## config.mk

```make
export PLATFORM = sky130hd
export DESIGN_NAME = disk_look_seek_scheduler_top
export DESIGN_NICKNAME = d
export VERILOG_FILES = /design/src/hw/rtl/dlss_pkg.sv /design/src/hw/rtl/dlss_ram.sv /design/src/hw/rtl/disk_look_seek_scheduler_top.sv
export SDC_FILE = /design/constraint.sdc
export NUM_CORES = 1
export LEC_CHECK = 0
export BUFFER_PORTS_ARGS = -buffer_cell sky130_fd_sc_hd__buf_2
export CAP_MARGIN = 20
export CORE_ASPECT_RATIO = 2
export CORE_UTILIZATION = 60
export DETAILED_ROUTE_END_ITERATION = 7
export PLACE_DENSITY = 0.77
export SLEW_MARGIN = 20
export SYNTH_ARGS = -nofsm -noshare
export SYNTH_HDL_FRONTEND = slang
export SYNTH_SLANG_ARGS = --single-unit
export TNS_END_PERCENT = 30
```

## constraint.sdc

```tcl
create_clock -name clk -period 8.3 [get_ports clk]
set_clock_uncertainty 0.2 [all_clocks]
set_input_delay 1.66 -clock clk [delete_from_list [all_inputs] [get_ports clk]]
set_output_delay 1.66 -clock clk [all_outputs]
set_load 0.05 [all_outputs]
```

## src/hw/rtl/dlss_pkg.sv

```systemverilog
// Shared types and constants for the LOOK / FCFS disk seek scheduler.
// No dependencies; imported by disk_look_seek_scheduler_top (dlss_ram does not use it).
package dlss_pkg;

  localparam int TRK_W      = 16;  // track number and seek distance width
  localparam int TOT_W      = 21;  // running seek total width
  localparam int CFG_ADDR_W = 2;
  localparam int CFG_DATA_W = 16;
  localparam int IN_DATA_W  = 16;  // track, padded to whole bytes
  localparam int OUT_DATA_W = 56;  // 16 + 16 + 21 = 53, padded to 56

  // Configuration register indexes
  localparam logic [CFG_ADDR_W-1:0] REG_START_TRACK = 2'd0;
  localparam logic [CFG_ADDR_W-1:0] REG_SCHED_MODE  = 2'd1;
  localparam logic [CFG_ADDR_W-1:0] REG_SWEEP_UP    = 2'd2;

  // Scheduling modes
  localparam logic MODE_FCFS = 1'b0;
  localparam logic MODE_LOOK = 1'b1;

  typedef enum logic [1:0] {
    S_LOAD,  // collect requests
    S_SCAN,  // sweep the store through the key comparator
    S_PICK,  // commit the winner or switch sweep phase
    S_OUT    // hold the result until transfer
  } dlss_state_t;

endpackage

```

## src/hw/rtl/dlss_ram.sv

```systemverilog
// Generic simple dual-port RAM: one write port, one read port, registered read.
// No package dependencies.
module dlss_ram #(
  parameter int WIDTH = 16,
  parameter int DEPTH = 32
) (
  input  logic                     clk,
  input  logic                     we,
  input  logic [$clog2(DEPTH)-1:0] waddr,
  input  logic [WIDTH-1:0]         wdata,
  input  logic [$clog2(DEPTH)-1:0] raddr,
  output logic [WIDTH-1:0]         rdata
);

  logic [WIDTH-1:0] mem [DEPTH];

  always_ff @(posedge clk) begin
    if (we) begin
      mem[waddr] <= wdata;
    end
    rdata <= mem[raddr];
  end

endmodule

```

## src/hw/rtl/disk_look_seek_scheduler_top.sv

```systemverilog
// LOOK / first-come-first-served disk seek scheduler, top level.
// Depends on dlss_pkg and dlss_ram.
//
// Usage:
//   Input stream: one track request per transfer (in_tdata), in_tlast marks the
//   last request of a batch. Requests past MAX_REQUESTS are dropped and the
//   batch is flagged through out_tuser. in_tready is high only while loading,
//   one request per cycle.
//   After the last request the block schedules the batch and sends one result
//   per stored request: served track, seek distance from the previous head
//   position and a saturating running total. out_tlast marks the final result.
//   Each result costs one full pass of the store through a single key
//   comparator: one RAM read per cycle over the n stored requests, the
//   registered RAM read, then a pick state, plus one extra pass when a LOOK
//   sweep reverses. A stalled result is simply held in the output register.
//   The block takes no new request until the last result transfers.
//   The user must write configuration (cfg_we/cfg_addr/cfg_wdata) while idle; the block does not enforce it.
//   Reset (rst_n low, synchronous) empties the batch, sets start track 0,
//   LOOK mode and upward sweep. Store contents are not cleared.
module disk_look_seek_scheduler_top
  import dlss_pkg::*;
#(
  parameter int MAX_REQUESTS = 32
) (
  input  logic                  clk,
  input  logic                  rst_n,
  // configuration
  input  logic                  cfg_we,
  input  logic [CFG_ADDR_W-1:0] cfg_addr,
  input  logic [CFG_DATA_W-1:0] cfg_wdata,
  // request stream
  input  logic                  in_tvalid,
  output logic                  in_tready,
  input  logic [IN_DATA_W-1:0]  in_tdata,   // [15:0] track
  input  logic                  in_tlast,   // last_in_batch
  // result stream
  output logic                  out_tvalid,
  input  logic                  out_tready,
  output logic [OUT_DATA_W-1:0] out_tdata,  // [15:0] served_track,
                                            // [31:16] seek_distance,
                                            // [52:32] total_seek, [55:53] zero
  output logic                  out_tuser,  // [0] overflow
  output logic                  out_tlast   // last_of_run
);

  localparam int IDX_W = $clog2(MAX_REQUESTS);
  localparam int CNT_W = $clog2(MAX_REQUESTS + 1);
  localparam int KEY_W = TRK_W + IDX_W;
  localparam logic [CNT_W-1:0] CNT_MAX = CNT_W'(MAX_REQUESTS);

  dlss_state_t state_r, state_nxt;

  // configuration registers
  logic [TRK_W-1:0] start_r;
  logic             mode_r;
  logic             up_r;

  // batch bookkeeping
  logic [CNT_W-1:0] req_cnt_r;
  logic [CNT_W-1:0] emit_cnt_r;
  logic             drop_r;
  logic [TRK_W-1:0] head_r;
  logic [TOT_W-1:0] total_r;

  // scan sequencer
  logic             phase_r;     // 0 first sweep group, 1 reversed group
  logic             have_prev_r; // a key was already served in this phase
  logic [IDX_W-1:0] scan_idx_r;
  logic             issued_r;
  logic             cmp_vld_r;
  logic [IDX_W-1:0] cmp_idx_r;
  logic             found_r;
  logic [TRK_W-1:0] best_trk_r;
  logic [IDX_W-1:0] best_idx_r;
  logic [KEY_W-1:0] prev_key_r;

  // output register
  logic [TRK_W-1:0] out_trk_r;
  logic [TRK_W-1:0] out_dist_r;
  logic [TOT_W-1:0] out_total_r;
  logic             out_ovf_r;
  logic             out_last_r;

  logic             in_acc, out_acc;
  logic             store_full;
  logic             ram_we;
  logic [TRK_W-1:0] ram_rdata;
  logic [IDX_W-1:0] last_idx;
  logic             scan_start;
  logic             scan_done;

  assign in_acc     = in_tvalid & in_tready;
  assign out_acc    = out_tvalid & out_tready;
  assign store_full = (req_cnt_r == CNT_MAX);
  assign ram_we     = in_acc & ~store_full;
  assign last_idx   = IDX_W'(req_cnt_r - CNT_W'(1));
  assign scan_done  = cmp_vld_r & (cmp_idx_r == last_idx);

  // Request store in arrival order
  dlss_ram #(
    .WIDTH (TRK_W),
    .DEPTH (MAX_REQUESTS)
  ) u_store (
    .clk   (clk),
    .we    (ram_we),
    .waddr (req_cnt_r[IDX_W-1:0]),
    .wdata (in_tdata[TRK_W-1:0]),
    .raddr (scan_idx_r),
    .rdata (ram_rdata)
  );

  // Shared key comparator. Key = {track, index} gives a strict order even
  // with duplicate tracks, so no per-entry served bits are needed: in LOOK mode
  // each pass looks for the nearest key beyond the previously served one.
  logic [KEY_W-1:0] cand_key, best_key;
  logic             in_first_grp, grp_ok, asc, after_prev, better, take;

  assign cand_key     = {ram_rdata, cmp_idx_r};
  assign best_key     = {best_trk_r, best_idx_r};
  assign in_first_grp = up_r ? (ram_rdata >= start_r) : (ram_rdata <= start_r);
  assign grp_ok       = phase_r ? ~in_first_grp : in_first_grp;
  assign asc          = up_r ^ phase_r;
  assign after_prev   = ~have_prev_r |
                        (asc ? (cand_key > prev_key_r) : (cand_key < prev_key_r));
  assign better       = ~found_r | (asc ? (cand_key < best_key) : (cand_key > best_key));

  always_comb begin
    if (mode_r == MODE_FCFS) begin
      take = (cmp_idx_r == emit_cnt_r[IDX_W-1:0]);
    end else begin
      take = grp_ok & after_prev & better;
    end
  end

  // Seek distance and saturating total for the picked track
  logic [TRK_W-1:0] seek_dist;
  logic [TOT_W:0]   sum;
  logic [TOT_W-1:0] total_sat;

  assign seek_dist = (best_trk_r >= head_r) ? (best_trk_r - head_r)
                                            : (head_r - best_trk_r);
  assign sum       = {1'b0, total_r} + (TOT_W + 1)'(seek_dist);
  assign total_sat = sum[TOT_W] ? {TOT_W{1'b1}} : sum[TOT_W-1:0];

  // Restart a pass on the last request, on a phase switch, or after a result
  assign scan_start = (state_r == S_LOAD && in_acc && in_tlast) ||
                      (state_r == S_PICK && !found_r) ||
                      (state_r == S_OUT && out_acc && !out_last_r);

  // Next state
  always_comb begin
    state_nxt = state_r;
    unique case (state_r)
      S_LOAD: if (in_acc && in_tlast) state_nxt = S_SCAN;
      S_SCAN: if (scan_done) state_nxt = S_PICK;
      S_PICK: state_nxt = found_r ? S_OUT : S_SCAN;
      S_OUT: begin
        if (out_acc) state_nxt = out_last_r ? S_LOAD : S_SCAN;
      end
      default: state_nxt = S_LOAD;
    endcase
  end

  // Handshake outputs
  always_comb begin
    in_tready  = (state_r == S_LOAD);
    out_tvalid = (state_r == S_OUT);
  end

  assign out_tdata = {{(OUT_DATA_W - 2 * TRK_W - TOT_W){1'b0}},
                      out_total_r, out_dist_r, out_trk_r};
  assign out_tuser = out_ovf_r;
  assign out_tlast = out_last_r;

  // Control state
  always_ff @(posedge clk) begin
    if (!rst_n) begin
      state_r     <= S_LOAD;
      start_r     <= '0;
      mode_r      <= MODE_LOOK;
      up_r        <= 1'b1;
      req_cnt_r   <= '0;
      emit_cnt_r  <= '0;
      drop_r      <= 1'b0;
      head_r      <= '0;
      total_r     <= '0;
      phase_r     <= 1'b0;
      have_prev_r <= 1'b0;
      issued_r    <= 1'b0;
      cmp_vld_r   <= 1'b0;
      found_r     <= 1'b0;
    end else begin
      state_r <= state_nxt;

      if (cfg_we) begin
        unique case (cfg_addr)
          REG_START_TRACK: start_r <= cfg_wdata[TRK_W-1:0];
          REG_SCHED_MODE:  mode_r  <= cfg_wdata[0];
          REG_SWEEP_UP:    up_r    <= cfg_wdata[0];
          default: ;
        endcase
      end

      // Load: store while room is left, otherwise drop and flag
      if (in_acc) begin
        if (store_full) begin
          drop_r <= 1'b1;
        end else begin
          req_cnt_r <= req_cnt_r + CNT_W'(1);
        end
        if (in_tlast) begin
          phase_r     <= 1'b0;
          have_prev_r <= 1'b0;
          emit_cnt_r  <= '0;
          total_r     <= '0;
          head_r      <= start_r;
        end
      end

      // Issue one read per cycle until the last stored entry
      cmp_vld_r <= (state_r == S_SCAN) && !issued_r;
      if (scan_start) begin
        issued_r <= 1'b0;
        found_r  <= 1'b0;
      end else if (state_r == S_SCAN) begin
        if (!issued_r && scan_idx_r == last_idx) issued_r <= 1'b1;
        if (cmp_vld_r && take) found_r <= 1'b1;
      end

      // Pick: commit the move, or reverse the sweep if the group is exhausted
      if (state_r == S_PICK) begin
        if (found_r) begin
          head_r      <= best_trk_r;
          total_r     <= total_sat;
          have_prev_r <= 1'b1;
        end else begin
          phase_r     <= 1'b1;
          have_prev_r <= 1'b0;
        end
      end

      if (out_acc) begin
        if (out_last_r) begin
          req_cnt_r  <= '0;
          drop_r     <= 1'b0;
          emit_cnt_r <= '0;
        end else begin
          emit_cnt_r <= emit_cnt_r + CNT_W'(1);
        end
      end
    end
  end

  // Datapath registers, no reset
  always_ff @(posedge clk) begin
    cmp_idx_r <= scan_idx_r;
    if (scan_start) begin
      scan_idx_r <= '0;
    end else if (state_r == S_SCAN && !issued_r && scan_idx_r != last_idx) begin
      scan_idx_r <= scan_idx_r + IDX_W'(1);
    end

    if (state_r == S_SCAN && cmp_vld_r && take) begin
      best_trk_r <= ram_rdata;
      best_idx_r <= cmp_idx_r;
    end

    if (state_r == S_PICK && found_r) begin
      prev_key_r  <= best_key;
      out_trk_r   <= best_trk_r;
      out_dist_r  <= seek_dist;
      out_total_r <= total_sat;
      out_ovf_r   <= drop_r;
      out_last_r  <= (emit_cnt_r + CNT_W'(1) == req_cnt_r);
    end
  end

  // Checks
  a_one_side: assert property (@(posedge clk) disable iff (!rst_n)
    !(in_tready && out_tvalid))
    else $error("input and output sides active together");

  a_reload_after_last: assert property (@(posedge clk) disable iff (!rst_n)
    (out_tvalid && out_tready && out_tlast) |=> in_tready)
    else $error("block not back to loading after the final result");

  a_count_bound: assert property (@(posedge clk) disable iff (!rst_n)
    (req_cnt_r <= CNT_MAX) && (emit_cnt_r < req_cnt_r || state_r == S_LOAD))
    else $error("request or result count out of range");

  a_total_covers_move: assert property (@(posedge clk) disable iff (!rst_n)
    out_tvalid |-> (out_total_r >= TOT_W'(out_dist_r)))
    else $error("running total below the current seek distance");

endmodule
```

# Word level (Yosys, flattened, before mapping)
# Memory sizes are Yosys's and may differ from the RTL's. A register that Yosys moved wholly into a read port is not among the register bits.
# Cells that the tools add are included.
totals:
  reg_bits: 182
  out_inout_bits: 60
  wordCells: 143
  ram_bits: 512
  mem_count: 1
op_classes:
  bitwise_logic: 14
  mux: 43
  add_sub_neg: 7
  reduce_logical: 33
  n_lt_le_gt_ge: 7
  n_eq_ne: 14
memory_table:
  columns: ["name", "words", "width", "read_ports", "rd_ports_with_merged_regs", "write_ports", "line", "text"]
  rows:
  - ["u_store.mem", 32, 16, 1, 1, 1, "dlss_ram.sv:15", "logic [WIDTH-1:0] mem [DEPTH];"]
op_table:
  columns: ["cell", "count"]
  rows:
  - ["21-bit two-way mux", 5]
  - ["16-bit two-way mux", 5]
  - ["6-bit two-way mux", 8]
  - ["21-bit greater-than comparator", 2]
  - ["21-bit less-than comparator", 2]
  - ["16-bit >= comparator", 2]
  - ["16-bit subtractor", 2]
  - ["21-bit by 16-bit adder with 22-bit output", 1]
  - ["1-bit two-way mux", 20]
  - ["16-bit less-or-equal comparator", 1]
  - ["5-bit equality test", 3]
  - ["2-bit AND reduction", 7]
  - ["1-bit logical AND", 13]
  - ["6-bit by 1-bit adder with 6-bit output, second input constant", 2]
  - ["2-bit two-way mux", 4]
  - ["2-bit case mux with 4 select lines", 1]
  - ["2-bit nonzero test", 4]
  - ["1-bit bitwise AND", 6]
  - ["2-bit equality test, second input constant", 3]
  - ["6-bit equality test", 1]
  - ["6-bit equality test, second input constant", 1]
  - ["5-bit by 1-bit adder with 5-bit output, second input constant", 1]
  - ["5-bit inequality test", 1]
  - ["1-bit NOT", 5]
  - ["11 further kinds", 18]

# Logic depth before layout (Yosys ltp)
depth:
  depth_word: 9
  depth_mapped: 26
  ltp_nobuf: 23

# Modules after synthesis
# From an unflattened synthesis, not the netlist that was laid out.
hier_totals:
  hier_cells: 2222
  hier_area_um2: 30755.7
modules_own_cells:
  columns: ["module", "cells_per_inst", "n_inst", "area_per_inst_um2", "seq_area_each_um2"]
  rows:
  - ["dlss_ram", 1144, 1, 20533.4, 15695.1]
  - ["disk_look_seek_scheduler_top", 1078, 1, 10222.3, 4134.0]

# Worst setup path before layout
# Ideal clock, no wire load.
synth_path:
  kind: "register -> register"
  from: "reg best_trk_r[0]"
  to: "reg out_total_r[18], data pin"
  required_time_ps: 7834
  synth_period_minus_slack_ps: 5089
  setup_slack_ps: 3211
  n_path_buf: 3
  path_stages_with_launch: 23
  t_arrival_ps: 4623
  path_cell_list: "edfxtp_1 -> inv_1 -> ha_1 -> inv_1 -> fa_1 -> a21oi_1 -> o2111ai_1 -> a21oi_2 -> o31ai_4 -> buf_6 -> buf_4 -> a21o_1 -> nand2_1 -> xor2_1 -> ha_1 -> a211o_1 -> a211oi_2 -> nor3b_1 -> o31a_1 -> a41oi_4 -> nor3_4 -> buf_6 -> or3b_1"
synth_via:
  elab_chain_len: 4
  elab_cells_between_ends: 6
  classes_between: "add/sub: 3; order compare: 1; mux: 2"
synth_lines:
  columns: ["element", "line", "text"]
  rows:
  - ["from (decl)", "disk_look_seek_scheduler_top.sv:73", "logic [TRK_W-1:0] best_trk_r;"]
  - ["from (signal assigned)", "disk_look_seek_scheduler_top.sv:264", "best_trk_r <= ram_rdata;"]
  - ["16-bit subtractor (tied with other cells)", "disk_look_seek_scheduler_top.sv:141", ": (head_r - best_trk_r);"]
  - ["16-bit two-way mux *", "disk_look_seek_scheduler_top.sv:140", "assign seek_dist = (best_trk_r >= head_r) ? (best_trk_r - head_r)"]
  - ["named net seek_dist[6]", "disk_look_seek_scheduler_top.sv:136", "logic [TRK_W-1:0] seek_dist;"]
  - ["21-bit by 16-bit adder with 22-bit output *", "disk_look_seek_scheduler_top.sv:142", "assign sum = {1'b0, total_r} + (TOT_W + 1)'(seek_dist);"]
  - ["21-bit two-way mux *", "disk_look_seek_scheduler_top.sv:143", "assign total_sat = sum[TOT_W] ? {TOT_W{1'b1}} : sum[TOT_W-1:0];"]
  - ["named net total_sat[18]", "disk_look_seek_scheduler_top.sv:138", "logic [TOT_W-1:0] total_sat;"]
  - ["to (signal assigned)", "disk_look_seek_scheduler_top.sv:272", "out_total_r <= total_sat;"]
  - ["to (decl)", "disk_look_seek_scheduler_top.sv:80", "logic [TOT_W-1:0] out_total_r;"]
# Mark *: on every way through the listed nets, which the timed path passes. The rest lies on a longest branch.
# A chain may end at the register's enable or synchronous reset.

# Worst setup path in the final report
layout_path:
  from: "reg best_trk_r[0]"
  to: "reg total_r[13]"
layout_via:
  elab_chain_len: 6
  elab_cells_between_ends: 8
  classes_between: "add/sub: 3; order compare: 1; mux: 4"
layout_lines:
  columns: ["element", "line", "text"]
  rows:
  - ["16-bit subtractor (tied with other cells)", "disk_look_seek_scheduler_top.sv:141", null]
  - ["16-bit two-way mux *", "disk_look_seek_scheduler_top.sv:140", null]
  - ["named net seek_dist[5]", "disk_look_seek_scheduler_top.sv:136", null]
  - ["21-bit by 16-bit adder with 22-bit output *", "disk_look_seek_scheduler_top.sv:142", null]
  - ["21-bit two-way mux *", "disk_look_seek_scheduler_top.sv:143", null]
  - ["named net total_sat[13]", "disk_look_seek_scheduler_top.sv:138", null]
  - ["21-bit two-way mux *", "disk_look_seek_scheduler_top.sv:232", "if (found_r) begin"]
  - ["21-bit two-way mux *", "disk_look_seek_scheduler_top.sv:231", "if (state_r == S_PICK) begin"]
  - ["to (signal assigned)", "disk_look_seek_scheduler_top.sv:234", "total_r <= total_sat;"]
  - ["to (decl)", "disk_look_seek_scheduler_top.sv:63", "logic [TOT_W-1:0] total_r;"]
# Marked as above.

==> flow_metrics.py <==
metrics = {
    "outcome": {
        "outcome": "complete, no violations",
    },
    "pwr": {
        "fin_total_pwr_w": 0.00830,
        "seqPwrFrac_pct": 48.5,
        "p_int_w": 0.00616,
        "powerDensity_nw_per_um2": 250,
        "p_clk_share_pct": 33.3,
        "netSwitchingFraction_pct": 25.7,
        "leakagePower_nw": 11.5,
        "ir_worst_vdd_uv": 217,
        "pwr-share-comb_pct": 18.2,
        "p_sw_w": 0.00214,
    },
    "finish": {
        "instances_no_fill": 2656,
        "final_layout_size_suffix_gt1_share_pct": 22.5,
        "fin_util_pct": 67.4,
        "nets": 2120,
        "final_cell_mix": "edfxtp_1, mux4_2, ha_1",
        "syn_to_final_growth_pct": 10.3,
        "final_common_cell": "edfxtp_1",
    },
    "sta": {
        "finalSetupTns_ns": 0,
        "finalCritPeriodShare_pct": 75.2,
        "setup_viol": 0,
        "relSlewSlack_pct": 35.2,
        "slew_viol_final": 0,
        "hold_viol": 0,
        "whs_ns": 0.255,
        "fmax_mhz": 160,
        "worstMarginPinSlew_ns": 0.972,
        "rsz0062_at_grt": "no",
        "timing.final.crit_period_ns": 6.24,
    },
    "setup_path": {
        "ff2ff_path_depth": 23,
        "cp.required_ns": 8.66,
        "crit_path_start_kind": "flop",
        "r2r_setup_slack_ns": 2.06,
        "crit_arrival_ns": 6.60,
        "crit_path_max_fanout": 23,
        "critical_path_class": "reg2reg",
        "cp-end-kind": "flop",
    },
    "logic_synthesis": {
        "synthesis.area_um2": 30100,
        "ys_types": 79,
        "synth_ff_type": "edfxtp_1",
        "synth_edf_count": 593,
        "syn_area_per_cell_um2": 16.2,
        "yosysSeqAreaShare_pct": 65.8,
        "synth_cells": 1862,
        "ys_ff_latch": 694,
        "ys_async_sr_fraction_pct": 0,
        "ys_warn_count": 0,
    },
    "min_path": {
        "worstHoldPathCells": 0,
        "min_path_type": "reg2reg",
    },
    "global_routing": {
        "grt_pass1_vias": 18000,
        "grt_usage_pct": 28.5,
        "grtUsageMet2_pct": 55.2,
        "grtUsageMet3_pct": 3.24,
        "grt_max_degree": 104,
        "antenna_found_initial": 6,
        "grt_overflow": 0,
        "grt_pass1_wl_mm": 107,
        "use_met1_pct": 28.2,
        "grt_busiest_layer": "met2",
    },
    "floorplanning": {
        "start_util_pct": 61.1,
        "dieHeight_um": 319,
        "coreArea_um2": 49400,
        "io_pins": 100,
        "num_rows": 115,
        "die_x_um": 160,
        "die_area_um2": 51200,
    },
    "clock_tree": {
        "insertion_delay_ns": 0.62,
        "numCtsBuffers": 58,
        "postCtsSetupBuffers": 0,
        "clk_pin_slew_worst_paths_ns": 0.07,
        "htree_num_levels": 2,
        "cts-root-buf": "clkbuf_16",
        "cts_resized": 0,
        "cts.sinks": 694,
        "cts_hold_buf": 0,
        "clockBufferDepth": 3,
        "cts_tree": "built",
    },
    "routing": {
        "viasPerCell": 6.39,
        "drt_iter0_drc": 1346,
        "firstDrtPassIters": 5,
        "routedWlPerCell_um": 26.7,
        "drcViolationCount": 0,
        "wl_mm": 70.9,
        "via_count": 17000,
        "ant_nets": 0,
    },
    "placement": {
        "place.gp.congestion": 0.939,
        "port_buffers": 96,
        "post-dp-hpwl_mm": 47.8,
        "dp.cells": 2548,
    },
    "run": {
        "maxCapViolCount": 0,
    },
}
-- through the flow --
stage	setup WS, ns	area [um^2]
6_report	2.06	33200
5_1_grt	1.65	33200
4_1_cts	2.11	33200
3_5_place_dp	2.14	31300
3_3_place_gp	2.27	31300
2_1_floorplan	3.21	30100
-- cells in the mapped netlist, types with 12 or more instances --
cell type | n | area share (%)
ha_1 | 112 | 4.6
a21oi_1 | 83 | 1.4
clkbuf_1 | 58 | 0.72
nand2_1 | 87 | 1.1
mux4_2 | 160 | 12
xnor2_1 | 33 | 0.96
xor2_1 | 26 | 0.76
nand4_1 | 25 | 0.52
a21o_1 | 47 | 1.2
buf_1 | 12 | 0.15
a211oi_1 | 36 | 0.90
nand3_1 | 18 | 0.30
a22o_1 | 14 | 0.41
mux2_2 | 26 | 0.97
edfxtp_1 | 593 | 59
nor2b_1 | 13 | 0.27
nor2_1 | 107 | 1.3
dfxtp_1 | 101 | 6.7
inv_1 | 94 | 1.2
buf_4 | 23 | 0.57
nor3_1 | 15 | 0.25
o21ai_0 | 28 | 0.46
-- final cells by class --
class,instances,area [um^2]
antenna,1,2.50
fill,3290,16100
inverter,96,362
sequential,694,19800
multi-input combinational,974,9490
tap,643,805
clock inverter,44,437
timing repair buffer,141,831
clock buffer,63,1480
-- layer usage --
metal / vias up / routed length (um) / share of wire (%)
met2: 680 / 40500 / 57
li1: 7431 / - / -
met3: 238 / 3190 / 4.5
met1: 8621 / 22400 / 32
met5: - / 0 / 0
met4: 0 / 4800 / 6.8
-- flip-flops by register name (all words and copies together), names as in the netlist, 6 cells and up --
signal,flops
u_store.mem,512
out_total_r,21
prev_key_r,21
total_r,21
best_trk_r,16
head_r,16
out_dist_r,16
start_r,16
u_store.rdata,16
emit_cnt_r,6
req_cnt_r,6
-- cells by family (layout without fill, tap and decap cells) --
kind of cell             after synthesis  count (layout)  share of synthesized area, %
AO/OA/AOI/OAI                        283             283                          6.53
XOR/XNOR                              59              59                          1.71
adder cells (fa/ha/maj)              115             115                          4.85
buffers and inverters                196             344                          2.80
flip-flops                           694             694                          65.8
multiplexers                         195             195                          13.2
other                                  1               4                        0.0124
AND/OR/NAND/NOR                      319             319                          5.09
-- path summary, 6_finish.rpt --
check	from	end
max	best_trk_r[0]$_DFFE_PP_	total_r[13]$_SDFF_PN0_
min	drop_r$_SDFF_PN0_	out_tuser$_DFFE_PP_
max reg2reg	best_trk_r[0]$_DFFE_PP_	total_r[13]$_SDFF_PN0_
min reg2reg	drop_r$_SDFF_PN0_	out_tuser$_DFFE_PP_
-- power groups by stage --
stage	clock network, W	logic [W]	registers (W)
2_1_floorplan	0	0.00118	0.00399
3_3_place_gp	0	0.00145	0.00409
3_5_place_dp	0	0.00150	0.00410
4_1_cts	0.00281	0.00153	0.00402
5_1_grt	0.00292	0.00164	0.00403
6_report	0.00276	0.00151	0.00402
-- critical path: stages (launching register included) --
cell       delay, ns
edfxtp_1        0.41
inv_1           0.13
ha_1            0.15
inv_1           0.06
fa_1            0.39
a21oi_1         0.25
o2111ai_1       0.28
a21oi_2         0.33
o31ai_4         0.10
buf_4           0.25
mux2_2          0.34
o21ai_2         0.13
a21oi_2         0.09
xnor2_1         0.16
ha_1            0.36
o21ai_0         0.10
nand2b_1        0.08
a21oi_1         0.08
nor3b_1         0.44
o31a_1          0.45
a41oi_4         0.25
nor3_4          0.72
nand4b_4        0.28
a22o_1          0.14
Note: power is estimated with default switching activity, not from simulation.
